--- src/rtl/core/mss_pkg.sv ---
// Shared types, constants and helpers for the MIDI step sequencer.
// No dependencies; imported by the controller, the datapath and the top level.
package mss_pkg;

  localparam int unsigned STEPS = 8;
  localparam int unsigned IDX_W = (STEPS > 1) ? $clog2(STEPS) : 1;
  localparam int unsigned SC_W  = $clog2(2 * STEPS + 1);

  localparam logic [7:0] STATUS_NOTE_ON = 8'h90;
  localparam logic [6:0] NOTE_RESET     = 7'd60;
  localparam logic [6:0] VEL_RESET      = 7'd64;
  localparam logic [2:0] KEY_COUNT      = 3'd6;

  typedef enum logic [1:0] {
    MODE_PRESS   = 2'd0,
    MODE_RELEASE = 2'd1,
    MODE_TICK    = 2'd2
  } mode_t;

  typedef enum logic [1:0] {
    ST_IDLE,
    ST_STATUS,
    ST_NOTE,
    ST_VEL
  } state_t;

  typedef enum logic [1:0] {
    BYTE_STATUS,
    BYTE_NOTE,
    BYTE_VEL
  } byte_sel_t;

  typedef struct packed {
    logic      load;
    logic      emit;
    byte_sel_t sel;
  } ctrl_cmd_t;

  typedef struct packed {
    logic item_ok;
    logic status_sent;
  } dp_status_t;

  function automatic logic [6:0] key_note(input logic [2:0] button);
    logic [6:0] note;
    case (button)
      3'd0:    note = 7'h3C;
      3'd1:    note = 7'd60;
      3'd2:    note = 7'd62;
      3'd3:    note = 7'd64;
      3'd4:    note = 7'd67;
      3'd5:    note = 7'd69;
      default: note = 7'd60;
    endcase
    return note;
  endfunction

endpackage

--- src/rtl/core/midi_step_sequencer_top.sv ---
// MIDI step sequencer top level: one transaction in, two or three bytes out.
// First byte in the cycle after start is taken; then one byte per cycle.
// Three bytes with the status byte, two without; the next start is taken
// during the final byte's cycle. Invalid buttons and mode 3 give no bytes.
// Reset is synchronous: steps read as note 60 / velocity 64, pointers and
// status clear.
module midi_step_sequencer_top (
  input  logic       clk,
  input  logic       rst_n,
  input  logic       start,
  output logic       busy,
  input  logic [1:0] in_mode,
  input  logic [2:0] in_button,
  input  logic [6:0] in_play_velocity,
  input  logic [6:0] in_record_velocity,
  output logic       out_valid,
  output logic [7:0] out_midi_byte,
  output logic       out_last_byte
);
  import mss_pkg::*;

  ctrl_cmd_t  cmd;
  dp_status_t status;

  mss_ctrl u_ctrl (
    .clk    (clk),
    .rst_n  (rst_n),
    .start  (start),
    .busy   (busy),
    .status (status),
    .cmd    (cmd)
  );

  mss_datapath u_datapath (
    .clk                (clk),
    .rst_n              (rst_n),
    .cmd                (cmd),
    .status             (status),
    .in_mode            (in_mode),
    .in_button          (in_button),
    .in_play_velocity   (in_play_velocity),
    .in_record_velocity (in_record_velocity),
    .out_midi_byte      (out_midi_byte),
    .out_last_byte      (out_last_byte)
  );

  assign out_valid = cmd.emit;

`ifndef SYNTHESIS
  a_mid_msg_busy: assert property (@(posedge clk) disable iff (!rst_n)
    out_valid && !out_last_byte |-> busy)
    else $error("start could be taken in the middle of a message");

  a_tick_emits: assert property (@(posedge clk) disable iff (!rst_n)
    start && !busy && in_mode == MODE_TICK |=> out_valid && !out_last_byte)
    else $error("tick transaction did not start a message");

  a_status_then_note: assert property (@(posedge clk) disable iff (!rst_n)
    out_valid && out_midi_byte == STATUS_NOTE_ON && !out_last_byte
    |=> out_valid && !out_last_byte && !out_midi_byte[7])
    else $error("status byte not followed by a note byte");

  // the running status flag is set at the edge that loads a valid transaction
  a_status_once: assert property (@(posedge clk) disable iff (!rst_n)
    out_valid && out_midi_byte[7] |-> !$past(status.status_sent))
    else $error("status byte repeated under running status");
`endif

endmodule

--- src/rtl/core/mss_ctrl.sv ---
// Sequencer controller: accepts a transaction and walks the bytes of one message.
// Depends on mss_pkg.
module mss_ctrl (
  input  logic               clk,
  input  logic               rst_n,
  input  logic               start,
  output logic               busy,
  input  mss_pkg::dp_status_t status,
  output mss_pkg::ctrl_cmd_t  cmd
);
  import mss_pkg::*;

  state_t state_r, state_nxt;
  logic   accept;

  always_ff @(posedge clk) begin
    if (!rst_n) begin
      state_r <= ST_IDLE;
    end else begin
      state_r <= state_nxt;
    end
  end

  always_comb begin
    // take the next transaction while the final byte goes out
    busy      = !(state_r == ST_IDLE || state_r == ST_VEL);
    accept    = start && !busy;
    state_nxt = state_r;
    cmd.load  = 1'b0;
    cmd.emit  = (state_r != ST_IDLE);
    cmd.sel   = BYTE_STATUS;
    case (state_r)
      ST_IDLE: begin
        state_nxt = ST_IDLE;
      end
      ST_STATUS: begin
        cmd.sel   = BYTE_STATUS;
        state_nxt = ST_NOTE;
      end
      ST_NOTE: begin
        cmd.sel   = BYTE_NOTE;
        state_nxt = ST_VEL;
      end
      ST_VEL: begin
        cmd.sel   = BYTE_VEL;
        state_nxt = ST_IDLE;
      end
      default: begin
        state_nxt = ST_IDLE;
      end
    endcase
    if (accept) begin
      cmd.load = 1'b1;
      if (!status.item_ok) begin
        state_nxt = ST_IDLE;
      end else if (status.status_sent) begin
        state_nxt = ST_NOTE;
      end else begin
        state_nxt = ST_STATUS;
      end
    end
  end

endmodule

--- src/rtl/core/mss_datapath.sv ---
// Sequencer datapath: step memories, write pointer, step counter, running status
// and the output byte select. Depends on mss_pkg.
module mss_datapath (
  input  logic                 clk,
  input  logic                 rst_n,
  input  mss_pkg::ctrl_cmd_t   cmd,
  output mss_pkg::dp_status_t  status,
  input  logic [1:0]           in_mode,
  input  logic [2:0]           in_button,
  input  logic [6:0]           in_play_velocity,
  input  logic [6:0]           in_record_velocity,
  output logic [7:0]           out_midi_byte,
  output logic                 out_last_byte
);
  import mss_pkg::*;

  logic [6:0] note_mem [STEPS];
  logic [6:0] vel_mem  [STEPS];
  logic       valid_r  [STEPS];

  logic [IDX_W-1:0] wp_r, wp_nxt;
  logic [SC_W-1:0]  sc_r, sc_nxt;
  logic             sent_r;

  logic [6:0]       rd_note_r, rd_vel_r;
  logic             rd_valid_r;
  logic             tick_r, mem_vel_r;
  logic [6:0]       live_note_r, live_vel_r;

  logic             is_press, is_release, is_tick, key_ok;
  logic             wr_en;
  logic [SC_W-1:0]  half, half_m1;
  logic [IDX_W-1:0] tick_idx;
  logic [6:0]       note_byte, vel_byte;

  always_comb begin
    is_press       = (in_mode == MODE_PRESS);
    is_release     = (in_mode == MODE_RELEASE);
    is_tick        = (in_mode == MODE_TICK);
    key_ok         = (in_button < KEY_COUNT);
    status.item_ok = ((is_press || is_release) && key_ok) || is_tick;
    status.status_sent = sent_r;
    wr_en          = cmd.load && is_press && key_ok;

    half    = sc_r >> 1;
    half_m1 = half - 1'b1;
    if (sc_r[0]) begin
      tick_idx = half[IDX_W-1:0];
    end else if (sc_r == '0) begin
      tick_idx = '0;
    end else begin
      tick_idx = half_m1[IDX_W-1:0];
    end

    wp_nxt = (wp_r == IDX_W'(STEPS - 1)) ? '0 : wp_r + 1'b1;
    // wrap from the top count back to one
    sc_nxt = (sc_r == SC_W'(2 * STEPS)) ? SC_W'(1) : sc_r + 1'b1;
  end

  always_ff @(posedge clk) begin
    if (!rst_n) begin
      wp_r   <= '0;
      sc_r   <= '0;
      sent_r <= 1'b0;
    end else if (cmd.load) begin
      if (wr_en) begin
        wp_r <= wp_nxt;
      end
      if (is_tick) begin
        sc_r <= sc_nxt;
      end
      if (status.item_ok) begin
        sent_r <= 1'b1;
      end
    end
  end

  always_ff @(posedge clk) begin
    if (!rst_n) begin
      for (int i = 0; i < STEPS; i++) begin
        valid_r[i] <= 1'b0;
      end
    end else if (wr_en) begin
      valid_r[wp_r] <= 1'b1;
    end
  end

  always_ff @(posedge clk) begin
    if (wr_en) begin
      note_mem[wp_r] <= key_note(in_button);
      vel_mem[wp_r]  <= in_record_velocity;
    end
    if (cmd.load) begin
      rd_note_r   <= note_mem[tick_idx];
      rd_vel_r    <= vel_mem[tick_idx];
      rd_valid_r  <= valid_r[tick_idx];
      tick_r      <= is_tick;
      mem_vel_r   <= is_tick && sc_r[0];
      live_note_r <= key_note(in_button);
      live_vel_r  <= is_press ? in_play_velocity : 7'd0;
    end
  end

  always_comb begin
    if (tick_r) begin
      note_byte = rd_valid_r ? rd_note_r : NOTE_RESET;
    end else begin
      note_byte = live_note_r;
    end
    if (mem_vel_r) begin
      vel_byte = rd_valid_r ? rd_vel_r : VEL_RESET;
    end else begin
      vel_byte = live_vel_r;
    end
    out_last_byte = 1'b0;
    case (cmd.sel)
      BYTE_STATUS: out_midi_byte = STATUS_NOTE_ON;
      BYTE_NOTE:   out_midi_byte = {1'b0, note_byte};
      BYTE_VEL: begin
        out_midi_byte = {1'b0, vel_byte};
        out_last_byte = 1'b1;
      end
      default:     out_midi_byte = STATUS_NOTE_ON;
    endcase
  end

endmodule
--- config.mk ---
export PLATFORM = sky130hd
export DESIGN_NAME = midi_step_sequencer_top
export DESIGN_NICKNAME = d
export VERILOG_FILES = /design/src/rtl/core/mss_pkg.sv /design/src/rtl/core/midi_step_sequencer_top.sv /design/src/rtl/core/mss_ctrl.sv /design/src/rtl/core/mss_datapath.sv
export SDC_FILE = /design/constraint.sdc
export NUM_CORES = 1
export LEC_CHECK = 0
export ABC_AREA = 0
export BUFFER_PORTS_ARGS = -buffer_cell sky130_fd_sc_hd__buf_2
export CAP_MARGIN = 20
export CORE_MARGIN = 5
export CORE_UTILIZATION = 60
export DETAILED_ROUTE_END_ITERATION = 8
export GPL_TIMING_DRIVEN = 1
export MAX_ROUTING_LAYER = met4
export PLACE_DENSITY = 0.78
export SLEW_MARGIN = 5
export SYNTH_ARGS = -nofsm -noshare
export SYNTH_HDL_FRONTEND = slang
export SYNTH_SLANG_ARGS = --single-unit
--- constraint.sdc ---
create_clock -name clk -period 6.6 [get_ports clk]
set_input_delay 0.66 -clock clk [delete_from_list [all_inputs] [get_ports clk]]
set_output_delay 0.66 -clock clk [all_outputs]
set_load 0.02 [all_outputs]
=== Word-level counts from Yosys, hierarchy flattened ===
Memory sizes are Yosys's and may differ from the RTL's. A register that Yosys moved wholly into a read port is not among the register bits.
Index checks and enable logic that the tools add are counted.

* Bits in read-only memories: 0
* Bits of input ports: 22
* Word-level logic and storage cells: 72
* Latch bits: 0
* Memory bits (writable): 120
* Flip-flop bits (word level): 27
* Memories: 3

* Divide/modulo/power cells: 0
* Bitwise logic cells: 0
* Order comparisons: 1
* Reductions and logical operators: 18
* Add/subtract/negate cells: 3
* Shifts and indexed selects: 0
* Mux-type cells: 26
* Equal/unequal tests: 13
* Multipliers: 0

{| class="wikitable"
|+ Memory list
! memory !! depth !! bits a word !! rd ports !! clocked after Yosys merged registers in !! wr ports !! line !! text
|-
| u_datapath.note_mem || 8 || 7 || 1 || 1 || 1 || mss_datapath.sv:17 || <nowiki>logic [6:0] note_mem [STEPS];</nowiki>
|-
| u_datapath.vel_mem || 8 || 7 || 1 || 1 || 1 || mss_datapath.sv:18 || <nowiki>logic [6:0] vel_mem [STEPS];</nowiki>
|-
| u_datapath.valid_r || 8 || 1 || 1 || 1 || 8 || mss_datapath.sv:19 || <nowiki>logic valid_r [STEPS];</nowiki>
|}

{| class="wikitable"
|+ Operators with widths
! operator !! number
|-
| $mux 7 || 5
|-
| $pmux 7 s4 || 1
|-
| $pmux 8 s2 || 1
|-
| $mux 3 || 4
|-
| $eq 3x3->1 const B || 3
|-
| $mux 1 || 9
|-
| $eq 2x2->1 const B || 4
|-
| $eq 2x1->1 const B || 3
|-
| $eq 3x2->1 const B || 2
|-
| $mux 2 || 3
|-
| $pmux 2 s3 || 1
|-
| $reduce_and 2->1 || 3
|-
| $add 5x1->5 const B || 1
|-
| $eq 5x5->1 const B || 1
|-
| $logic_and 1x1->1 || 5
|-
| $logic_not 5->1 || 1
|-
| $mux 5 || 1
|-
| $logic_not 2->1 || 2
|-
| $pmux 2 s2 || 1
|-
| $add 3x1->3 const B || 1
|-
| $logic_or 1x1->1 || 3
|-
| $lt 3x3->1 const B || 1
|-
| $sub 3x1->3 const B || 1
|-
| $reduce_bool 2->1 || 1
|-
| 3 further kinds || 3
|}

=== Logic depth before layout (Yosys ltp) ===
Gate-level depths: netlist of the first run.

* Word-level depth: 11
* Gate-level depth with buffers: 9
* Gate-level depth less buffers: 7

=== Modules after synthesis ===
From an unflattened synthesis of the first run, not the netlist that was laid out.

* Cells, all modules: 593
* Area total of the unflattened synthesis: 6914.1 µm²

{| class="wikitable"
|+ By module, submodules not included
! module !! cells each !! area each (µm²) !! instances
|-
| mss_datapath || 578 || 6767.7 || 1
|-
| mss_ctrl || 15 || 146.4 || 1
|}

=== Least setup slack after synthesis of the first run ===
Ideal clock, no wire load.

* Path kind: register to register
* From: register u_ctrl.state_r[0]
* To: memory u_datapath.note_mem[0][0] (enable)
* Path slack: 2.554 ns
* Stages on the path, launching flop included: 7
* Required time: 6.184 ns
* Clock period less this slack: 4.046 ns
* Buffers on the path: 1
* Arrival time: 3.630 ns
* Cell sequence: dfxtp_1 -> inv_1 -> ha_1 -> nor2b_1 -> clkbuf_1 -> nand3_1 -> nor4_1

* Word-level cells in the longest chain between the ends: 8
* Elaborated cells on any way between the ends: 9
* Classes of those cells: 1 x eq/ne; 3 x mux; 5 x reduce/logical

{| class="wikitable"
|+ RTL lines
! what !! line !! text
|-
| from (decl) || mss_ctrl.sv:13 || <nowiki>state_t state_r, state_nxt;</nowiki>
|-
| from (signal assigned) || mss_ctrl.sv:20 || <nowiki>state_r <= state_nxt;</nowiki>
|-
| $eq 2x2->1 / $logic_not 2->1 (equally long branches) || mss_ctrl.sv:26 || <nowiki>busy = !(state_r == ST_IDLE || state_r == ST_VEL);</nowiki>
|-
| $logic_or 1x1->1 * || mss_ctrl.sv:26 ||
|-
| $logic_and 1x1->1 * || mss_ctrl.sv:27 || <nowiki>accept = start && !busy;</nowiki>
|-
| via u_ctrl.accept || mss_ctrl.sv:14 || <nowiki>logic accept;</nowiki>
|-
| $mux 1 * || mss_ctrl.sv:52 || <nowiki>if (accept) begin</nowiki>
|-
| $logic_and 1x1->1 * (2 in a row) || mss_datapath.sv:43 || <nowiki>wr_en = cmd.load && is_press && key_ok;</nowiki>
|-
| $mux 1 * || mss_datapath.sv:89 || <nowiki>if (wr_en) begin</nowiki>
|-
| $mux 1 (not written as such) * || mss_datapath.sv:90 || <nowiki>note_mem[wp_r] <= key_note(in_button);</nowiki>
|-
| to (decl) || mss_datapath.sv:17 ||
|}

Mark *: on every way through the listed nets, which the timed path passes. The rest lies on a longest branch.

=== Worst setup path in the final report of the first run ===
* From: register u_datapath.sc_r[0]
* To: register u_datapath.rd_vel_r[5] (read register of u_datapath.vel_mem) (data pin)

* Word-level cells in the longest chain between the ends: 3

{| class="wikitable"
|+ RTL lines
! what !! line !! text
|-
| from (decl) || mss_datapath.sv:22 || <nowiki>logic [SC_W-1:0] sc_r, sc_nxt;</nowiki>
|-
| from (signal assigned) || mss_datapath.sv:70 || <nowiki>sc_r <= sc_nxt;</nowiki>
|-
| $logic_not 5->1 || mss_datapath.sv:49 || <nowiki>end else if (sc_r == '0) begin</nowiki>
|-
| $mux 3 || mss_datapath.sv:49 ||
|-
| $mux 3 * || mss_datapath.sv:47 || <nowiki>if (sc_r[0]) begin</nowiki>
|-
| to (decl) || mss_datapath.sv:25 || <nowiki>logic [6:0] rd_note_r, rd_vel_r;</nowiki>
|}

Every way passes the cells marked *; elsewhere a longest branch is shown, timed or not.
A chain may end at the register's enable or synchronous reset.

==> impl_results.md, run 1 <==
- Initial Utilization: 0.617
- Max_cap viols: 0
- # setup viols final: 0
- Multi-input gate area: 2360 um^2
- DR vias/cell: 6.35
- RD Place Congestion: 0.835
- Largest net degree at the start of global routing: 63
- Die area: 13400 um^2
- Post-Syn Nets: 571
- Seq/Total Area, Yosys: 0.606
- Post-synth ARST share: 0
- Area Growth Syn to Fin: 13.8%
- Max VDD drop: 239 uV
- Max-slew violations: 0
- Die Y: 116 um
- Setup TNS: 0 ps
- Yosys reg bits: 142
- Top cells by area, synth: edfxtp_1, mux2i_1, dfxtp_1
- Number of post-CTS setup repair buffers: 0
- Critical setup path kind: reg -> reg
- Max Clock Freq: 0.330 GHz
- Status: finished clean
- Tightest Hold Check Type: in -> reg
- CP Max Fanout: 62
- I/O pins: 33
- Setup Skew: 9.30 ps
- First-pass GRT wire length: 23800 um
- Vias: 4619
- Top Metal Used: met4
- Critical Path AT: 3310 ps
- Distinct cell type count after synthesis: 39
- Ant diodes: 0
- Worst path required time: 6880 ps
- Vias in the first global route: 4673
- TritonCTS clock tree: yes
- Ys Warns: 0
- Unrepaired setup endpoints after global routing: false
- WL final: 15200 um
- Startpoint types: register
- Final period util: 0.459
- Top cell type's share of synthesized area: 0.549
- Count leader, synth: edfxtp_1
- Hold slack final: 396 ps
- Gr usage total: 0.245
- Met1 Wirelength: 6370 um
- Share of cells above drive strength 1: 0.153
- CTS root buffer: clkbuf_8
- Clk Latency, worst-skew pair: 540 ps
- HPWL Detailed: 9150 um
- FP Rows: 38
- Max clock buf depth: 2
- Total grt overflow: 0
- Top FF cell, synth: edfxtp_1
- R2r startpoint: u_datapath.sc_r[0]
- Post_cts resized: 0
- Syn Area/Cell: 12.4 um^2
- Min-delay src: in_record_velocity[4]
- Metal3 WL: 1080 um
- CTS Buf Count: 17
- Worst slew pin tran: 967 ps
- IO Port Bufs: 32
- Initial antenna violation count: 0
- Cell taking the most area after synthesis: edfxtp_1
- Post-route ant nets: 0
- Nets: 605
- Number of flops mapped to enable cells by yosys: 123
- Crit. End Element: register
- Fin crit period: 3030 ps
- FF/Latch Area: 4080 um^2
- Final hold violations: 0
- Worst rel slew slack: 0.355
- Cell area after synthesis: 6720 um^2
- Cell count after synthesis: 540
- TritonCTS Sinks: 142
- Top cells by count, synth: edfxtp_1, mux2i_1, nor3_1
- Power Density: 290 nW/um^2
- Die Width: 116 um
- Total Power: 2220 uW
- CTS Hold Bufs: 0
- Final core utilization: 0.702
- Iter 0 DRT Violations: 481
- DR WL/cell: 20.9 um
- Router iterations before antenna repair: 5
- Std-Cell Core Area: 10900 um^2
- Leakage power: 0.00253 uW
- CP Launch Point: u_datapath.sc_r[0]
- Reg clk slew, reported paths: 60 ps
- Wire length on met2: 7550 um
- H-tree depth: 4
- # fillers: 721
- DRC: 0
report_power, final:
| group | internal (uW) | switching, uW | leakage (uW) |
|---|---|---|---|
| registers | 1020 | 28.0 | 0.00128 |
| clock network | 574 | 367 | 0.000287 |
| logic | 78.0 | 147 | 0.000964 |
final cells by class:
type | instances | share of cell area
clock buffer | 17 | 0.0541
clock inverter | 15 | 0.0219
inverter | 41 | 0.0201
multi-input combinational | 322 | 0.308
sequential | 142 | 0.533
tap | 140 | 0.0229
timing repair buffer | 50 | 0.0393
sequential cells by signal, summed over array words and instances (netlist names):
signal / count
u_datapath.mem_vel_r: 1
u_datapath.sc_r: 5
u_datapath.sent_r: 1
u_datapath.valid_r: 8
u_datapath.rd_valid_r: 1
u_datapath.rd_note_r: 5
u_datapath.wp_r: 3
u_datapath.live_note_r: 5
u_datapath.tick_r: 1
u_datapath.vel_mem: 56
u_ctrl.state_r: 2
u_datapath.note_mem: 40
u_datapath.rd_vel_r: 7
u_datapath.live_vel_r: 7
layer usage:
metal,global-route usage,up-vias
li1,-,2153
met1,0.300,2277
met2,0.395,170
met3,0.0684,19
met4,0.0804,0
met5,-,-
path summary, 6_finish.rpt:
check | end | slack [ps] | depth (start not counted)
worst max-delay path | u_datapath.rd_vel_r[5] | 3570 | 8
worst min register to register | u_datapath.valid_r[7] | 500 | 1
worst min-delay path | u_datapath.vel_mem[2][4] | 400 | 1
worst max register to register | u_datapath.rd_vel_r[5] | 3570 | 8
metrics by stage:
stage	worst slack, ps	cells	instance area, um^2
floorplan	2550	540	6720
global placement	3690	693	7050
detailed placement	3550	693	7050
CTS	3480	725	7630
global route	3400	727	7650
finish	3570	727	7650
placed cells by master, fill, tap and decap left out, drive strengths merged, types with 11 or more instances in the layout:
| cell | netlist | layout |
|---|---|---|
| nor2b | 12 | 12 |
| mux2i | 52 | 52 |
| o22ai | 13 | 13 |
| a211oi | 28 | 28 |
| nand3 | 11 | 11 |
| inv | 40 | 43 |
| nand2 | 16 | 16 |
| nor2 | 13 | 13 |
| a221oi | 25 | 25 |
| dfxtp | 19 | 19 |
| buf | 15 | 49 |
| edfxtp | 123 | 123 |
| o21ai | 17 | 17 |
| nor3 | 44 | 44 |
| clkbuf | 20 | 18 |
| o2bb2ai | 26 | 26 |
cells by family (layout without fill, tap and decap cells):
family | count (synthesis) | after routing | share of synthesized area
buffers and inverters | 76 | 123 | 0.0484
multiplexers | 52 | 52 | 0.0774
XOR/XNOR | 3 | 3 | 0.00391
AO/OA/AOI/OAI | 134 | 134 | 0.149
adder cells (fa/ha/maj) | 9 | 9 | 0.0168
AND/OR/NAND/NOR | 124 | 124 | 0.0988
flip-flops | 142 | 142 | 0.606
worst max-delay path, cell delays in order, from the launching register on:
cell and delay (ps):
dfxtp_2 320, buf_4 510, inv_1 150, ha_1 270
nor4b_4 160, a211oi_1 300, nand3_1 550, o22ai_1 400
nor3_1 100
Power figures use the tool's default switching activity.
==> run 2, diff against run 1 <==
==> constraint.sdc (replaced) <==
create_clock -name clk -period 3.07 [get_ports clk]
set_input_delay 0.307 -clock clk [delete_from_list [all_inputs] [get_ports clk]]
set_output_delay 0.307 -clock clk [all_outputs]
set_load 0.02 [all_outputs]
==> run 2 against run 1 <==
  * Clock power grew 130%
  * Maximum frequency grew 9.7%
  * Count of clock-buffer cells in the layout grew 6
  * Sequential cell count is the same
  * Largest power group unchanged
  * Register-to-register slack lost 3300 ps
==> impl_results.md, run 2 (synthesis results as in run 1) <==
- Setup crit end: u_datapath.rd_note_r[0]
- Iter 0 DRT Violations: 466 (-3.1%)
- Commonest cells after routing, fill and taps aside: edfxtp_1, mux2i_1, inv_1
- Clock power share: 0.445 (+0.021)
- Final hold violations: 0 (unchanged)
- Slowest stage delay, CP: 540 ps (about the same)
- Die area: 13400 um^2 (unchanged)
- # setup viols final: 0 (unchanged)
- FP Rows: 38 (unchanged)
- Total Power: 4970 uW (+120%)
- WL final: 15300 um (+0.58%)
- Top flop regs: u_datapath.vel_mem: 56 flops, u_datapath.note_mem: 40 flops, u_datapath.valid_r: 8 flops
- CTS Buf Count: 17 (unchanged)
- Hold slack final: 39.6 ps (-356 ps)
- Reg clk slew, reported paths: 60 ps (about the same)
- Max FFs per register: 56 (unchanged)
- Most flop-heavy register: u_datapath.vel_mem
- DRC: 0 (unchanged)
- Initial Utilization: 0.617 (unchanged)
- Most common cell after layout, fill and taps aside: edfxtp_1
- Setup TNS: 0 ps (unchanged)
- Die Y: 116 um (unchanged)
- Vias in the first global route: 4562 (-2.4%)
- Gate power share: 0.098 (-0.004)
- Leakage power: 0.00256 uW (+1.0%)
- Reg2reg setup slack: 310 ps (-3260 ps)
- Max Clock Freq: 0.363 GHz (+9.7%)
- Finished Layout Cells: 728 (+0.14%)
- Setup Skew: 14.6 ps (+5.29 ps)
- Gr usage total: 0.250 (+0.00509)
- Startpoint types: register
- Max VDD drop: 593 uV (+150%)
- Max-slew violations: 0 (unchanged)
- IO Port Bufs: 32 (unchanged)
- Final period util: 0.898 (+0.440)
- Crit. End Element: register
- Tightest Hold Check Type: in -> reg
- R2r worst-path depth: 8 (unchanged)
- Unrepaired setup endpoints after global routing: false
- DR vias/cell: 6.44 (+1.4%)
- TritonCTS clock tree: yes
- Fin crit period: 2760 ps (-268 ps)
- CP Buf/Inv Count: 2 (unchanged)
- NetSw: 1130 uW (+110%)
- Switching Share: 0.227 (-0.0176)
- Share of cells above drive strength 1: 0.156 (+0.00314)
- Min-delay src: in_record_velocity[2]
- TritonCTS Sinks: 142 (unchanged)
- R2r startpoint: u_datapath.sc_r[1]
- DR WL/cell: 21.0 um (+0.44%)
- Post-route ant nets: 0 (unchanged)
- Post_cts resized: 0 (unchanged)
- Total grt overflow: 0 (unchanged)
- Final core utilization: 0.709 (+0.00643)
- I/O pins: 33 (unchanged)
- Std-Cell Core Area: 10900 um^2 (unchanged)
- Cell Int Power: 3840 uW (+130%)
- CP cell instances: clkinv_1 -> ha_1 -> nor4b_4 -> nor3_4 -> buf_4 -> o2bb2ai_1 -> a211oi_1 -> nor3_1
- CP max stage cell: dfxtp_4
- Largest net degree at the start of global routing: 44 (-30%)
- CP Max Fanout: 41 (-34%)
- CP Launch Point: u_datapath.sc_r[1]
- Crit-path leading delay family: simple AND/OR/NAND/NOR gates
- First-pass GRT wire length: 24000 um (+1.1%)
- Power Density: 644 nW/um^2 (+120%)
- Nets: 606 (+0.17%)
- CTS Hold Bufs: 0 (unchanged)
- Critical setup path kind: reg -> reg
- Router iterations before antenna repair: 5 (unchanged)
- Worst rel slew slack: 0.489 (+0.134)
- Register share of total power: 0.456 (-0.018)
- R2R Path End: u_datapath.rd_note_r[0]
- CTS root buffer: clkbuf_8
- Ant diodes: 0 (unchanged)
- HPWL Detailed: 9620 um (+5.2%)
- Die Width: 116 um (unchanged)
- H-tree depth: 4 (unchanged)
- Max_cap viols: 0 (unchanged)
- Post-Place Cells: 696 (+0.43%)
- Worst slew pin tran: 764 ps (-203 ps)
- RD Place Congestion: 0.849 (+1.7%)
- Levels on crit path: 8 (unchanged)
- Critical Path AT: 3110 ps (-200 ps)
- Initial antenna violation count: 0 (unchanged)
- Max clock buf depth: 2 (unchanged)
- Clk Latency, worst-skew pair: 530 ps (about the same)
- Status: finished clean
- Worst path required time: 3420 ps (-3460 ps)
- Number of post-CTS setup repair buffers: 0 (unchanged)
- Area Growth Syn to Fin: 14.8%
- Vias: 4688 (+1.5%)
-- run 2: power groups by stage --
stage | Combinational (uW) | Sequential [uW] | Clock [uW]
2_1_floorplan | 354 | 2260 | 0
3_3_place_gp | 469 | 2300 | 0
3_5_place_dp | 486 | 2300 | 0
4_1_cts | 490 | 2270 | 2240
5_1_grt | 533 | 2280 | 2340
6_report | 489 | 2270 | 2210
-- run 2: metal layers --
metal  part of all wire  vias up  wire (um)  global-route usage
met3              0.070       40       1080              0.0668
li1                   -     2162          -                   -
met5                  0        -          0                   -
met1               0.41     2290       6220               0.303
met4              0.029        0        447               0.109
met2               0.49      196       7560               0.396
-- run 2: stage by stage --
step	setup slack, ps	cell area [um^2]
after CTS	323	7720
after global placement	394	7070
after floorplan	56.7	6750
after global routing	138	7720
final	312	7720
after detailed placement	341	7070
-- run 2: how the worst min path moves through the flow --
stage | endpoint | depth (start not counted) | slack, ps
finish | u_datapath.vel_mem[0][2] | 1 | 40
global route | u_datapath.vel_mem[2][2] | 1 | 30
CTS | u_datapath.vel_mem[0][2] | 1 | 20
detailed placement | u_datapath.valid_r[5] | 1 | 480
global placement | u_datapath.valid_r[4] | 1 | 470
floorplan | u_datapath.vel_mem[0][0] | 0 | 410
-- run 2: area by class of cell --
cell class / instances / area, um^2
sequential: 142 / 4080
inverter: 41 / 154
multi-input combinational: 322 / 2360
clock buffer: 23 / 467
tap: 140 / 175
clock inverter: 9 / 183
timing repair buffer: 51 / 303
fill: 723 / 3170
